### config.mk
export PLATFORM = sky130hd
export DESIGN_NAME = cert_time_string_parser_core
export DESIGN_NICKNAME = d
export VERILOG_FILES = /design/src/sv/ctsp_pkg.sv /design/src/sv/ctsp_front.sv /design/src/sv/ctsp_job_fifo.sv /design/src/sv/ctsp_back.sv /design/src/sv/cert_time_string_parser_core.sv
export SDC_FILE = /design/constraint.sdc
export NUM_CORES = 1
export LEC_CHECK = 0
export ABC_AREA = 1
export CELL_PAD_IN_SITES_DETAIL_PLACEMENT = 0
export CELL_PAD_IN_SITES_GLOBAL_PLACEMENT = 1
export CORE_ASPECT_RATIO = 1.75
export CORE_MARGIN = 2
export CORE_UTILIZATION = 51
export DETAILED_ROUTE_END_ITERATION = 8
export DONT_BUFFER_PORTS = 1
export PLACE_DENSITY_LB_ADDON = 0.1
export SKIP_CTS_REPAIR_TIMING = 1
export SLEW_MARGIN = 0
export SYNTH_ARGS = -nofsm -noshare
export SYNTH_HDL_FRONTEND = slang
export SYNTH_SLANG_ARGS = --single-unit
### constraint.sdc
create_clock -name clk -period 7.5 [get_ports clk]
set_input_delay 0.375 -clock clk [delete_from_list [all_inputs] [get_ports clk]]
set_output_delay 0.375 -clock clk [all_outputs]
set_load 0.005 [all_outputs]
### src/sv/ctsp_pkg.sv
package ctsp_pkg;

	// string lengths
	localparam logic [4:0] SHORT_LEN   = 5'd13;
	localparam logic [4:0] LONG_LEN    = 5'd15;
	localparam int         DIGIT_SLOTS = 14;
	localparam logic [4:0] POS_MAX     = 5'd31;

	// character codes
	localparam logic [7:0] CHAR_NUL  = 8'h00;
	localparam logic [7:0] CHAR_ZERO = 8'h30;
	localparam logic [7:0] CHAR_NINE = 8'h39;
	localparam logic [7:0] CHAR_Z    = 8'h5A;

	// year window and field limits
	localparam logic [7:0]  YEAR_PIVOT_LO = 8'd50;
	localparam logic [7:0]  YEAR_PIVOT_HI = 8'd70;
	localparam logic [13:0] CENTURY_ADD   = 14'd100;
	localparam logic [13:0] BASE_YEAR     = 14'd1900;
	localparam logic [7:0]  MONTH_MAX     = 8'd12;
	localparam logic [7:0]  DAY_MAX       = 8'd31;
	localparam logic [7:0]  HOUR_MAX      = 8'd23;
	localparam logic [7:0]  MINSEC_MAX    = 8'd59;

	typedef logic [3:0] digit_t;

	// request handed from the front to the back part
	typedef struct packed {
		logic                         bad;
		logic                         short_form;
		digit_t [DIGIT_SLOTS-1:0]     digits;
	} job_t;

	// one finished result
	typedef struct packed {
		logic               parse_error;
		logic signed [13:0] year_offset;
		logic [3:0]         month_index;
		logic [4:0]         day_of_month;
		logic [4:0]         hour_value;
		logic [5:0]         minute_value;
		logic [5:0]         second_value;
	} result_t;

	function automatic logic is_dec(input logic [7:0] c);
		return (c >= CHAR_ZERO) && (c <= CHAR_NINE);
	endfunction

	// two decimal digits to a value, up to 165 for non-digit nibbles
	function automatic logic [7:0] two_dig(input digit_t hi, input digit_t lo);
		return 8'({4'd0, hi} * 8'd10) + {4'd0, lo};
	endfunction

endpackage

### src/sv/ctsp_front.sv
module ctsp_front (
	input  logic               clk,
	input  logic               arst_n,
	input  logic               push,
	input  logic [7:0]         char_in,
	input  logic               final_char,
	input  logic               queue_full,
	output logic               job_valid,
	output ctsp_pkg::job_t     job
);
	import ctsp_pkg::*;

	logic [4:0]  pos_q;
	logic [7:0]  prev_q;
	logic        nds_q;
	digit_t      digit_q [DIGIT_SLOTS];

	logic        accept;
	logic        is_nul;
	logic        prev_bad;
	logic        len_short;
	logic        len_long;
	logic [7:0]  last_char;

	assign accept = push && !queue_full;

	// classify the string on its final character
	always_comb begin
		is_nul    = (char_in == CHAR_NUL);
		prev_bad  = (pos_q != 5'd0) && !is_dec(prev_q);
		len_short = is_nul ? (pos_q == SHORT_LEN) : (pos_q == SHORT_LEN - 5'd1);
		len_long  = is_nul ? (pos_q == LONG_LEN) : (pos_q == LONG_LEN - 5'd1);
		last_char = is_nul ? prev_q : char_in;
		job.bad        = nds_q || (!is_nul && prev_bad) || !(len_short || len_long) ||
		                 (last_char != CHAR_Z);
		job.short_form = len_short;
		for (int i = 0; i < DIGIT_SLOTS; i++) begin
			job.digits[i] = digit_q[i];
		end
	end

	assign job_valid = accept && final_char;

	// per-string position, last character and non-digit flag
	always_ff @(posedge clk or negedge arst_n) begin
		if (!arst_n) begin
			pos_q  <= '0;
			prev_q <= '0;
			nds_q  <= 1'b0;
		end else if (accept) begin
			if (final_char) begin
				pos_q  <= '0;
				prev_q <= '0;
				nds_q  <= 1'b0;
			end else begin
				if (prev_bad) begin
					nds_q <= 1'b1;
				end
				prev_q <= char_in;
				if (pos_q < POS_MAX) begin
					pos_q <= pos_q + 5'd1;
				end
			end
		end
	end

	// digit store, low nibble of each non-final character at positions below DIGIT_SLOTS
	always_ff @(posedge clk) begin
		if (accept && !final_char && (pos_q < 5'(DIGIT_SLOTS))) begin
			digit_q[pos_q[3:0]] <= char_in[3:0];
		end
	end

endmodule

### src/sv/ctsp_job_fifo.sv
module ctsp_job_fifo (
	input  logic               clk,
	input  logic               arst_n,
	input  logic               push,
	input  ctsp_pkg::job_t     job_in,
	output logic               full,
	input  logic               pop,
	output ctsp_pkg::job_t     job_out,
	output logic               empty
);
	import ctsp_pkg::*;

	job_t        slot_q [2];
	logic        wr_q;
	logic        rd_q;
	logic [1:0]  cnt_q;
	logic        do_push;
	logic        do_pop;

	assign full    = (cnt_q == 2'd2);
	assign empty   = (cnt_q == 2'd0);
	assign do_push = push && !full;
	assign do_pop  = pop && !empty;
	assign job_out = slot_q[rd_q];

	// pointers and fill count
	always_ff @(posedge clk or negedge arst_n) begin
		if (!arst_n) begin
			wr_q  <= 1'b0;
			rd_q  <= 1'b0;
			cnt_q <= '0;
		end else begin
			if (do_push) begin
				wr_q <= !wr_q;
			end
			if (do_pop) begin
				rd_q <= !rd_q;
			end
			cnt_q <= cnt_q + {1'b0, do_push} - {1'b0, do_pop};
		end
	end

	// storage
	always_ff @(posedge clk) begin
		if (do_push) begin
			slot_q[wr_q] <= job_in;
		end
	end

endmodule

### src/sv/ctsp_back.sv
module ctsp_back (
	input  logic               clk,
	input  logic               arst_n,
	input  ctsp_pkg::job_t     job,
	input  logic               job_empty,
	output logic               job_pop,
	input  logic               pop,
	output logic               empty,
	output ctsp_pkg::result_t  result
);
	import ctsp_pkg::*;

	logic [7:0]          pair [7];
	logic [7:0]          yr2;
	logic [7:0]          mon;
	logic [7:0]          day;
	logic [7:0]          hr;
	logic [7:0]          mi;
	logic [7:0]          se;
	logic signed [13:0]  yoff;
	logic                bad;
	result_t             res;

	result_t             slot_q [2];
	logic                wr_q;
	logic                rd_q;
	logic [1:0]          cnt_q;
	logic                do_pop;

	// two-digit groups at fixed offsets
	always_comb begin
		for (int k = 0; k < 7; k++) begin
			pair[k] = two_dig(job.digits[2*k], job.digits[2*k+1]);
		end
	end

	// field selection, year window and range checks
	always_comb begin
		yr2  = pair[0];
		bad  = job.bad;
		yoff = '0;
		if (job.short_form) begin
			mon = pair[1];
			day = pair[2];
			hr  = pair[3];
			mi  = pair[4];
			se  = pair[5];
			if (yr2 < YEAR_PIVOT_LO) begin
				yoff = signed'(14'(yr2) + CENTURY_ADD);
			end else if (yr2 < YEAR_PIVOT_HI) begin
				bad = 1'b1;
			end else begin
				yoff = signed'(14'(yr2));
			end
		end else begin
			mon  = pair[2];
			day  = pair[3];
			hr   = pair[4];
			mi   = pair[5];
			se   = pair[6];
			yoff = signed'(14'(14'(yr2) * 14'd100) + 14'(pair[1]) - BASE_YEAR);
		end
		if (mon < 8'd1 || mon > MONTH_MAX || day < 8'd1 || day > DAY_MAX ||
		    hr > HOUR_MAX || mi > MINSEC_MAX || se > MINSEC_MAX) begin
			bad = 1'b1;
		end
		if (bad) begin
			res = '0;
			res.parse_error = 1'b1;
		end else begin
			res.parse_error  = 1'b0;
			res.year_offset  = yoff;
			res.month_index  = 4'(mon - 8'd1);
			res.day_of_month = day[4:0];
			res.hour_value   = hr[4:0];
			res.minute_value = mi[5:0];
			res.second_value = se[5:0];
		end
	end

	// take a request whenever the result buffer has room
	assign job_pop = !job_empty && (cnt_q != 2'd2);
	assign empty   = (cnt_q == 2'd0);
	assign do_pop  = pop && !empty;
	assign result  = slot_q[rd_q];

	// result buffer pointers and count
	always_ff @(posedge clk or negedge arst_n) begin
		if (!arst_n) begin
			wr_q  <= 1'b0;
			rd_q  <= 1'b0;
			cnt_q <= '0;
		end else begin
			if (job_pop) begin
				wr_q <= !wr_q;
			end
			if (do_pop) begin
				rd_q <= !rd_q;
			end
			cnt_q <= cnt_q + {1'b0, job_pop} - {1'b0, do_pop};
		end
	end

	// result buffer storage
	always_ff @(posedge clk) begin
		if (job_pop) begin
			slot_q[wr_q] <= res;
		end
	end

endmodule

### src/sv/cert_time_string_parser_core.sv
// channel   handshake        payload
// input     push / full      char_in, final_char
// result    empty / pop      parse_error, year_offset, month_index, day_of_month,
//                            hour_value, minute_value, second_value
//
// one character is taken per cycle while full is low; a final character's request
// reaches the two-entry result buffer, where pop can take it, through these steps
// (front classify, two-entry queue register, back compute into the result buffer)
// the back part finishes one request per cycle while the result buffer has room
// full rises only when the middle queue holds two requests; pop stalls back up
// arst_n clears position, flags, queue and buffer counts; no clearing pass
module cert_time_string_parser_core (
	input  logic               clk,
	input  logic               arst_n,
	input  logic               push,
	output logic               full,
	input  logic [7:0]         char_in,
	input  logic               final_char,
	output logic               empty,
	input  logic               pop,
	output logic               parse_error,
	output logic signed [13:0] year_offset,
	output logic [3:0]         month_index,
	output logic [4:0]         day_of_month,
	output logic [4:0]         hour_value,
	output logic [5:0]         minute_value,
	output logic [5:0]         second_value
);
	import ctsp_pkg::*;

	job_t     job_f;
	job_t     job_b;
	logic     job_valid;
	logic     job_empty;
	logic     job_pop;
	result_t  res;

	// front: position tracking and classification
	ctsp_front u_front (
		.clk        (clk),
		.arst_n     (arst_n),
		.push       (push),
		.char_in    (char_in),
		.final_char (final_char),
		.queue_full (full),
		.job_valid  (job_valid),
		.job        (job_f)
	);

	// queue between front and back
	ctsp_job_fifo u_queue (
		.clk     (clk),
		.arst_n  (arst_n),
		.push    (job_valid),
		.job_in  (job_f),
		.full    (full),
		.pop     (job_pop),
		.job_out (job_b),
		.empty   (job_empty)
	);

	// back: field decode and result buffer
	ctsp_back u_back (
		.clk       (clk),
		.arst_n    (arst_n),
		.job       (job_b),
		.job_empty (job_empty),
		.job_pop   (job_pop),
		.pop       (pop),
		.empty     (empty),
		.result    (res)
	);

	assign parse_error  = res.parse_error;
	assign year_offset  = res.year_offset;
	assign month_index  = res.month_index;
	assign day_of_month = res.day_of_month;
	assign hour_value   = res.hour_value;
	assign minute_value = res.minute_value;
	assign second_value = res.second_value;

endmodule

**After elaboration in Yosys (flattened, before gate mapping)**

Memory sizes are Yosys's and may differ from the RTL's.
Cells that the tools add are included.
W data, S select, Z words.

- Add/sub/neg operators: 16
- Multiply operators: 8
- Order comparisons: 13
- Equality and inequality tests: 7
- Multiplexer cells: 27
- Reduce and logical (&&, ||, !) cells: 40

Operator list:

| cell | number |
|---|---|
| $mux W8 | 8 |
| $add A8 B4 Y8 | 7 |
| $mul A4 B3 Y7 const B | 7 |
| $mux W41 | 1 |
| $mux W14 | 2 |
| $eq A5 B4 Y1 const B | 4 |
| $gt A8 B5 Y1 const B | 2 |
| $gt A8 B6 Y1 const B | 2 |
| $lt A8 B1 Y1 const B | 2 |
| $add A14 B8 Y14 | 1 |
| $mux W1 | 14 |
| $sub A14 B11 Y14 const B | 1 |
| $mul A8 B5 Y12 const B | 1 |
| $logic_and A1 B1 Y1 | 11 |
| $logic_not A1 Y1 | 11 |
| $logic_or A1 B1 Y1 | 10 |
| $mux W5 | 2 |
| $add A8 B7 Y9 const B | 1 |
| $ge A8 B6 Y1 const B | 1 |
| $gt A8 B4 Y1 const B | 1 |
| $le A8 B6 Y1 const B | 1 |
| $logic_not A8 Y1 | 1 |
| $lt A8 B6 Y1 const B | 1 |
| $lt A8 B7 Y1 const B | 1 |
| other kinds (13) | 18 |

- Bits in registers: 22
- Memory bits (writable): 254
- Input bits: 13
- Output and inout port bits: 43
- Logic and storage cells: 123
- Memories kept: 3

Memory list:

| memory | depth | width | rd ports | clocked after Yosys merged registers in | write ports | line | RTL |
|---|---|---|---|---|---|---|---|
| u_queue.slot_q | 2 | 58 | 1 | 0 | 1 | ctsp_job_fifo.sv:13 | `job_t slot_q [2];` |
| u_back.slot_q | 2 | 41 | 1 | 0 | 1 | ctsp_back.sv:24 | `result_t slot_q [2];` |
| u_front.digit_q | 14 | 4 | 14 | 0 | 1 | ctsp_front.sv:16 | `digit_t digit_q [DIGIT_SLOTS];` |

**Logic depth before layout (Yosys ltp)**

Gate-level depths: netlist (run 1).
An unclocked memory read counts as a cell.

- Word-level depth: 13
- Depth in mapped cells: 33
- Gate-level depth less buffers: 29

**By module**

Synthesis (run 1) repeated with hierarchy kept, for this count alone.

- Cell total of the unflattened synthesis: 1481
- Area, all modules: 14741.6 µm²

Modules (own cells, without submodules):

| module | instances | cells each | area an instance (µm²) | sequential area each (µm²) |
|---|---|---|---|---|
| ctsp_back | 1 | 949 | 7587.3 | 2562.5 |
| ctsp_job_fifo | 1 | 337 | 4459.3 | 3583.4 |
| ctsp_front | 1 | 195 | 2695.1 | 2031.9 |

**Least setup slack after synthesis (run 1)**

Ideal clock, no wire load.

- Kind: flip-flop to flip-flop
- Start: register u_queue.rd_q
- End: memory u_back.slot_q[0][39] (netlist name), data pin
- Library setup time: 0.257 ns
- Data arrival time: 5.401 ns
- Required time: 7.243 ns
- Path slack: 1.841 ns
- Cell stages (with the launch flop): 29
- Path buffers: 4
- Clock period less this slack: 5.659 ns
- Path through: dfrtp_1 > buf_6 > inv_4 > buf_6 > clkbuf_1 > clkbuf_1 > nand2_1 > nand2_1 > ha_1 > ha_1 > fa_1 > inv_1 > nor2_1 > xor2_1 > inv_1 > ha_1 > ha_1 > ha_1 > ha_1 > a21oi_1 > nand3_1 > nand2_1 > and2_1 > inv_1 > ha_1 > nand3_1 > nand3_1 > a21oi_1 > nor2_1

RTL lines:

| what | line | RTL |
|---|---|---|
| start: declaration | ctsp_job_fifo.sv:15 | `logic rd_q;` |
| start signal: assignment | ctsp_job_fifo.sv:37 | `rd_q <= !rd_q;` |
| end: declaration | ctsp_back.sv:24 |  |

==> results of run 1 <==
-- worst max-delay path, delay by kind of cell (launching register included) --
family / cells / cell delay [ns]
adder cells (fa/ha/maj): 8 / 2.43
AND/OR/NAND/NOR: 13 / 1.32
buffers and inverters: 5 / 0.74
flip-flops: 1 / 0.57
XOR/XNOR: 1 / 0.49
-- final cells by class --
type	instances	area (µm²)	area share
flip-flops and latches	276	8180	0.520
clock inverters	11	135	0.00859
multi-input cells	970	5570	0.354
inverters	157	592	0.0376
clock buffers	31	616	0.0392
well taps	373	467	0.0297
repair buffers	18	168	0.0107
-- flip-flops by register name, indices dropped and copies added, names as in the netlist --
name and flops:
u_front.digit_q 56, u_queue.slot_q 116, u_back.wr_q 1, u_queue.wr_q 1
u_back.rd_q 1, u_front.nds_q 1, u_queue.rd_q 1, u_front.prev_q 8
u_back.cnt_q 2, u_front.pos_q 5, u_back.slot_q 82, u_queue.cnt_q 2
-- cells in the mapped netlist, types with 3 or more instances --
| cell | n |
|---|---|
| a21o_1 | 4 |
| a21oi_1 | 35 |
| a21oi_2 | 3 |
| and2_1 | 3 |
| buf_1 | 3 |
| buf_6 | 7 |
| clkbuf_1 | 20 |
| dfrtp_1 | 22 |
| edfxtp_1 | 254 |
| fa_1 | 18 |
| ha_1 | 110 |
| inv_1 | 154 |
| mux2i_1 | 3 |
| nand2_1 | 479 |
| nand2_2 | 10 |
| nand2_4 | 4 |
| nand3_1 | 74 |
| nand3b_1 | 4 |
| nand4_1 | 14 |
| nor2_1 | 90 |
| nor2_2 | 3 |
| nor3_1 | 11 |
| nor4_1 | 4 |
| o21ai_0 | 33 |
| o21ai_1 | 6 |
| o22ai_1 | 11 |
| or2_2 | 7 |
| xnor2_1 | 15 |
| xor2_1 | 15 |
-- per-stage QoR --
stage | util | std cells | instance area (µm²) | hold WS (ns) | worst slack, ns
global placement | 0.532 | 1785 | 14900 | 0.0804 | 1.78
CTS | 0.559 | 1827 | 15600 | -0.506 | 1.64
detailed placement | 0.532 | 1785 | 14900 | 0.0803 | 1.66
global route | 0.562 | 1836 | 15700 | 0.0175 | 1.19
floorplan | - | 1435 | 14500 | 0.0794 | 1.84
finish | 0.562 | 1836 | 15700 | 0.0153 | 1.69
-- cells by family (layout without fill, tap and decap cells) --
family | after synthesis | after routing | synth area share
AND/OR/NAND/NOR | 706 | 706 | 0.202
buffers and inverters | 189 | 217 | 0.0531
flip-flops | 276 | 276 | 0.565
adder cells (fa/ha/maj) | 128 | 128 | 0.120
AO/OA/AOI/OAI | 103 | 103 | 0.0400
multiplexers | 3 | 3 | 0.00207
XOR/XNOR | 30 | 30 | 0.0181
-- metal layers --
layer  up-vias  routed length (µm)  GRT usage
li1       4796                   -          -
met1      4290               11800      0.224
met2       142               15700      0.378
met3        56                 893     0.0225
met4         0                1090     0.0757
met5         -                   0          0
-- worst max-delay path by stage --
stage / slack, ns / cells past startpoint / startpoint / to
after floorplan: 1.84 / 28 / u_queue.rd_q / u_back.slot_q[0][39]
after global placement: 1.78 / 27 / u_queue.rd_q / u_back.slot_q[0][39]
after detailed placement: 1.66 / 23 / u_queue.rd_q / u_back.slot_q[0][39]
after CTS: 1.64 / 27 / u_queue.rd_q / u_back.slot_q[0][39]
after global routing: 1.19 / 23 / u_queue.rd_q / u_back.slot_q[0][39]
final: 1.69 / 27 / u_queue.rd_q / u_back.slot_q[0][39]
==> flow_summary.toml, run 1 <==
[clock_tree]
clock-sinks = 276
cts-root-buf = "clkbuf_16"
tritoncts = "done"
cts_buffers = 23
clk_path_buf_depth = 3
htreeDepth = 1
clk_pin_slew_ns = 0.06
insertion_delay_ns = 0.55

[critical_path]
cp_data_required_time_ns = 7.78
critical_path_class = "flop to flop"
reg2reg_depth = 27
crit_fanout = 32
r2r-start = "u_queue.rd_q"
crit_arrival_ns = 6.09
regToRegEndpoint = "u_back.slot_q[0][39]"
regToRegSetupSlack_ns = 1.69
critPathCaptureType = "flop"
cp_slowest_cell = "dfrtp_2"
slowest_delay_ns = 0.57
crit_path_frequent_cell = "ha_1"
worstSetupStartpointType = "flop"

[route]
drtIter0Drc = 429
vias = 9284
drt-vias-per-instance = 5.06
drt-pass1-iter-count = 5
drc = 0
drt-wirelength-per-cell_um = 16.1
postRouteAntennaNets = 0
wl_mm = 29.5

[global_routing]
grt.total_usage = 0.197
antenna_found_initial = 0
grt_max_degree = 59
grt_pass1_vias = 9148
grt_pass1_wl_mm = 46.4
grt_overflow_total = 0

[cells_and_area]
mostFrequentLayoutCell = "nand2_1"
n_antenna_cell = 0
final_cell_mix = "nand2_1 (479), edfxtp_1 (254), inv_1 (154)"
layout-drive-gt1-share = 0.0540
layout.nets = 1587
nFillCells = 2557
syn_to_final_growth_pct = 8.55

[placement]
dp_hpwl_mm = 21.6
globalplace.congestion = 0.902
portBuffers = 0

[yosys]
ys_seq_elements = 276
synth_area_um2 = 14500
async_reset_ff_frac = 0.0797
synth.largest_area_cell = "edfxtp_1"
synth_top_area_frac = 0.527
ys_warn_count = 0
synth_ff_type = "edfxtp_1"
yosysSeqAreaShare = 0.565
yosysUniqueCellTypes = 45
ys_top_cells_by_area = "edfxtp_1 (53%), nand2_1 (12%), ha_1 (9.5%), inv_1 (4.0%), dfrtp_1 (3.8%)"
synth_cells = 1435
syn_area_per_cell_um2 = 10.1
synth_edf_count = 254
syn_nets = 1576

[hold_path]
min_from = "char_in[7]"
hp-class = "primary input to flop"
min_to = "u_front.prev_q[7]"
hold_path_depth = 2

[timing]
fin_tns_setup_ns = 0
fin_crit_sh = 0.774
final_hold_viol_count = 0
grt_setup_unrepaired = "no"
worstMarginPinSlew_ns = 1.01
fmaxAchievable_ghz = 0.172
fin_skew_ns = 0.0181
layout_min_cycle_time_ns = 5.81
slew_headroom = 0.323
setup_viol = 0
report.final.slew_viol_count = 0

[run]
drv_cap = 0

[floorplan]
start_util = 0.518
core-area_um2 = 28000
rows = 81
die_h_um = 227
dieArea_um2 = 29800
design.portCount = 56
die_x_um = 131

[outcome]
outcome = "finished, final reports clean"
Power of run 1 is not shown: default switching activity piles up to over one toggle a cycle in this logic, so the estimate is an artifact.
==> run 2, diff against run 1 <==
==> constraint.sdc (replaced) <==
create_clock -name clk -period 5.8 [get_ports clk]
set_input_delay 0.29 -clock clk [delete_from_list [all_inputs] [get_ports clk]]
set_output_delay 0.29 -clock clk [all_outputs]
set_load 0.005 [all_outputs]
==> run 2 against run 1 <==
Net effect: the flow now finishes with violations (hold timing); hold slack got worse by 0.051 ns; die area unchanged; register-to-register slack got worse by 1.2 ns; core utilization increased by 0.28 points; clock skew increased by 0.011 ns; via count decreased by 0.22%; clock-buffer cell count decreased by 4; setup slack got worse by 1.2 ns; routed wire length decreased by 2.1%; largest cell class unchanged.
==> flow_summary.toml, run 2 (synthesis results as in run 1) <==
[outcome]
outcome = "complete, but fails checks"
violations = "hold timing"

[cells_and_area]
largest_reg_flops = 116
largest-register = "u_queue.slot_q"
layout-drive-gt1-share = 0.0586
final_cell_mix = "nand2_1 (479), edfxtp_1 (254), inv_1 (154)"
n_antenna_cell = 0
layout.nets = 1591
mostFrequentLayoutCell = "nand2_1"
syn_to_final_growth_pct = 9.09

[route]
postRouteAntennaNets = 0
wl_met2_mm = 15.7
highest_layer = "met4"
met3_wirelength_um = 684
wl_mm = 28.9
drt-vias-per-instance = 5.03
met1_length_mm = 11.7
drt-wirelength-per-cell_um = 15.7
drt-pass1-iter-count = 5
drtIter0Drc = 529
vias = 9264
drc = 0

[timing]
worst_hold_slack_ns = -0.0354
fin_skew_ns = 0.0295
final_hold_viol_count = 3
layout_min_cycle_time_ns = 5.27
grt_setup_unrepaired = "no"
slew_headroom = 0.219
fin_crit_sh = 0.908
worstMarginPinSlew_ns = 1.17
report.final.slew_viol_count = 0
fin_tns_setup_ns = 0
setup_viol = 0
fmaxAchievable_ghz = 0.190

[global_routing]
grt.total_usage = 0.194
grt_overflow_total = 0
grt_pass1_vias = 9181
antenna_found_initial = 0
grt_pass1_wl_mm = 46.1
grt_max_degree = 55

[floorplan]
design.portCount = 56
start_util = 0.518
die_h_um = 227
die_x_um = 131
core-area_um2 = 28000
dieArea_um2 = 29800
rows = 81

[clock_tree]
htreeDepth = 1
cts-root-buf = "clkbuf_16"
clk_path_buf_depth = 3
cts_buffers = 24
clk_pin_slew_ns = 0.07
insertion_delay_ns = 0.54
clock-sinks = 276
tritoncts = "done"

[critical_path]
setup.worst_path.start = "u_queue.rd_q"
r2r-start = "u_queue.rd_q"
worstSetupStartpointType = "flop"
critical_path_class = "flop to flop"
crit_fanout = 23
cp_data_required_time_ns = 6.07
timing.critical_path.to = "u_back.slot_q[1][39]"
critPathCaptureType = "flop"
regToRegEndpoint = "u_back.slot_q[1][39]"
reg2reg_depth = 25
crit_arrival_ns = 5.54
regToRegSetupSlack_ns = 0.53

[hold_path]
hp-class = "primary input to flop"

[run]
drv_cap = 0

[placement]
globalplace.congestion = 0.863
dp_hpwl_mm = 21.5
portBuffers = 0
run 2: cell types whose count changed in the layout (fill, tap and decap cells not counted), sizes merged:
| cell | before | now |
|---|---|---|
| inv | 156 | 157 |
| buf | 10 | 13 |
| clkinv | 8 | 13 |
| bufinv | 2 | 3 |
| clkbuf | 31 | 27 |
| clkinvlp | 2 | 1 |
run 2: worst min-delay path by stage:
| stage | from | to | cells past startpoint |
|---|---|---|---|
| after floorplan | arst_n | u_back.cnt_q[0] | 0 |
| final | final_char | u_front.pos_q[4] | 3 |
| after CTS | arst_n | u_queue.cnt_q[0] | 0 |
| after detailed placement | arst_n | u_queue.cnt_q[0] | 0 |
| after global placement | arst_n | u_queue.cnt_q[1] | 0 |
| after global routing | final_char | u_front.pos_q[4] | 3 |
run 2: critical path, cell delays in order, from the launching register on:
cell     delay (ns)
dfrtp_2        0.48
inv_4          0.22
nand2_1        0.10
nand2_1        0.16
ha_1           0.27
ha_1           0.19
fa_1           0.51
inv_1          0.06
nor2_1         0.13
xor2_1         0.15
buf_4          0.17
inv_1          0.09
ha_1           0.31
ha_1           0.30
ha_1           0.30
ha_1           0.35
a21oi_1        0.22
nand3_1        0.10
nand2_1        0.07
and2_1         0.13
inv_1          0.06
ha_1           0.19
nand3_1        0.10
nand3_1        0.11
a21oi_1        0.16
nor2_1         0.07
run 2: cell type report:
cell class                      count  area (µm²)
Fill cell                        2495       12200
Sequential cell                   276        8180
Multi-Input combinational cell    970        5590
Clock buffer                       27         612
Inverter                          157         592
Tap cell                          373         467
Timing Repair Buffer               21         190
Clock inverter                     17         176
run 2: stage by stage:
stage | worst slack (ns) | util | std cells | area (µm²) | hold WS (ns)
2_1_floorplan | 0.141 | - | 1435 | 14500 | -0.00559
3_3_place_gp | 0.513 | 0.533 | 1788 | 14900 | -0.00464
3_5_place_dp | 0.380 | 0.533 | 1788 | 14900 | -0.00476
4_1_cts | 0.355 | 0.561 | 1832 | 15700 | -0.587
5_1_grt | 0.0402 | 0.565 | 1841 | 15800 | 0.00136
6_report | 0.531 | 0.565 | 1841 | 15800 | -0.0354
run 2: per-layer routing:
metal,track usage,vias to the layer above
met2,0.372,126
met1,0.226,4288
li1,-,4800
met4,0.0687,0
met3,0.0207,50
met5,0,-
Power of run 2 is left out for the same reason.
==> run 3, diff against run 2 <==
--- a/config.mk
+++ b/config.mk
@@ -6,14 +6,15 @@
 export NUM_CORES = 1
 export LEC_CHECK = 0
 export ABC_AREA = 1
-export CELL_PAD_IN_SITES_DETAIL_PLACEMENT = 0
-export CELL_PAD_IN_SITES_GLOBAL_PLACEMENT = 1
+export ABC_CLOCK_PERIOD_IN_PS = 5800
+export CELL_PAD_IN_SITES_DETAIL_PLACEMENT = 1
+export CELL_PAD_IN_SITES_GLOBAL_PLACEMENT = 2
 export CORE_ASPECT_RATIO = 1.75
 export CORE_MARGIN = 2
-export CORE_UTILIZATION = 51
+export CORE_UTILIZATION = 42
 export DETAILED_ROUTE_END_ITERATION = 8
 export DONT_BUFFER_PORTS = 1
-export PLACE_DENSITY_LB_ADDON = 0.1
+export PLACE_DENSITY_LB_ADDON = 0.05
 export SKIP_CTS_REPAIR_TIMING = 1
 export SLEW_MARGIN = 0
 export SYNTH_ARGS = -nofsm -noshare
==> run 3 against run 2 <==
Net effect: the flow still finishes with violations (hold timing); non-clock buffer count up 3; via count up 2.8%; global-route usage down 0.77 points; critical path depth up 3; hold slack better by 0.030 ns; clock-buffer cell count up 6; maximum frequency up 0.48%; cell area up 1.4%; highest routed layer unchanged.
==> flow_summary.toml, run 3 (synthesis results as in run 1) <==
[cells_and_area]
layout-drive-gt1-share = 0.0604
syn_to_final_growth_pct = 10.6
mostFrequentLayoutCell = "nand2_1"
regArea_um2 = 8180
layout.nets = 1595
largest-register = "u_queue.slot_q"
final_cell_mix = "nand2_1 (479), edfxtp_1 (254), inv_1 (154)"
largest_reg_flops = 116
multi_input_area_um2 = 5580
nFillCells = 3862

[critical_path]
slowest_delay_ns = 0.51
crit_path_frequent_cell = "ha_1"
cp.depth = 28
cp_slowest_cell = "fa_1"
regToRegSetupSlack_ns = 0.56
r2r-start = "u_queue.rd_q"
critical_path_class = "flop to flop"
cpLargestDelayFamily = "adder cells"
regToRegEndpoint = "u_back.slot_q[0][39]"
worstSetupStartpointType = "flop"
cp_data_required_time_ns = 6.08
reg2reg_depth = 28
path_buf_inv = 6
critPathCaptureType = "flop"
crit_arrival_ns = 5.52
crit_fanout = 12

[timing]
worstMarginPinSlew_ns = 0.965
worst_hold_slack_ns = -0.00557
fin_skew_ns = 0.0297
setup_viol = 0
fin_crit_sh = 0.904
grt_setup_unrepaired = "no"
worst_slack_ns = 0.556
fmaxAchievable_ghz = 0.191
final_hold_viol_count = 2
slew_headroom = 0.351
report.final.slew_viol_count = 0
fin_tns_setup_ns = 0
layout_min_cycle_time_ns = 5.24

[run]
drv_cap = 0

[route]
drtIter0Drc = 315
drc = 0
drt-vias-per-instance = 4.92
drt-wirelength-per-cell_um = 17.2
postRouteAntennaNets = 0
wl_mm = 33.3
vias = 9523
drt-pass1-iter-count = 4

[global_routing]
grt.total_usage = 0.187
grt_pass1_wl_mm = 52.5
grt_pass1_vias = 10000
antenna_found_initial = 1
grt_overflow_total = 0
grt_max_degree = 59

[floorplan]
die_h_um = 250
dieArea_um2 = 36000
rows = 90
core-area_um2 = 34200
die_x_um = 144
design.portCount = 56
start_util = 0.423

[clock_tree]
clock-sinks = 276
cts-root-buf = "clkbuf_16"
tritoncts = "done"
insertion_delay_ns = 0.56
clk_pin_slew_ns = 0.07
cts_buffers = 25
clk_path_buf_depth = 3
htreeDepth = 1

[outcome]
outcome = "complete, but fails checks"
violations = "hold timing"

[hold_path]
min_from = "char_in[5]"
hp-class = "primary input to flop"
hold_path_depth = 2
min_to = "u_queue.slot_q[1][57]"

[placement]
globalplace.congestion = 0.783
dp_hpwl_mm = 24.9
portBuffers = 0
pre_cts_slack_ns = 0.459
-- run 3: stage by stage --
stage                     instances  utilization  area [µm²]  hold slack (ns)
final                          1935        0.468       16000         -0.00557
after global routing           1935        0.468       16000         0.000874
after CTS                      1922        0.464       15900           -0.611
after detailed placement       1876        0.439       15000         -0.00475
after global placement         1876        0.439       15000         -0.00484
after floorplan                1435            -       14500         -0.00559
-- run 3: area by class of cell --
class | count | share of cell area
diodes | 2 | 0.000312
clock inverters | 13 | 0.0114
clock buffers | 33 | 0.0428
multi-input cells | 970 | 0.348
inverters | 157 | 0.0369
flip-flops and latches | 276 | 0.511
well taps | 460 | 0.0359
repair buffers | 24 | 0.0136
-- run 3: worst max-delay path by stage --
stage / from / to / slack, ns
3_5_place_dp: u_queue.rd_q / u_back.slot_q[0][38] / 0.46
3_3_place_gp: u_queue.rd_q / u_back.slot_q[0][38] / 0.53
5_1_grt: u_queue.rd_q / u_back.slot_q[0][39] / 0.06
4_1_cts: u_queue.rd_q / u_back.slot_q[0][38] / 0.44
6_report: u_queue.rd_q / u_back.slot_q[0][39] / 0.56
2_1_floorplan: u_queue.rd_q / u_back.slot_q[0][39] / 0.14
-- run 3: routing by layer --
metal  GRT usage  up-vias  part of all wire
li1            -     4802                 -
met1       0.217     4560              0.41
met2       0.345      110              0.53
met3      0.0228       51             0.027
met4      0.0682        0             0.032
met5           0        -                 0
Power of run 3 is left out for the same reason.
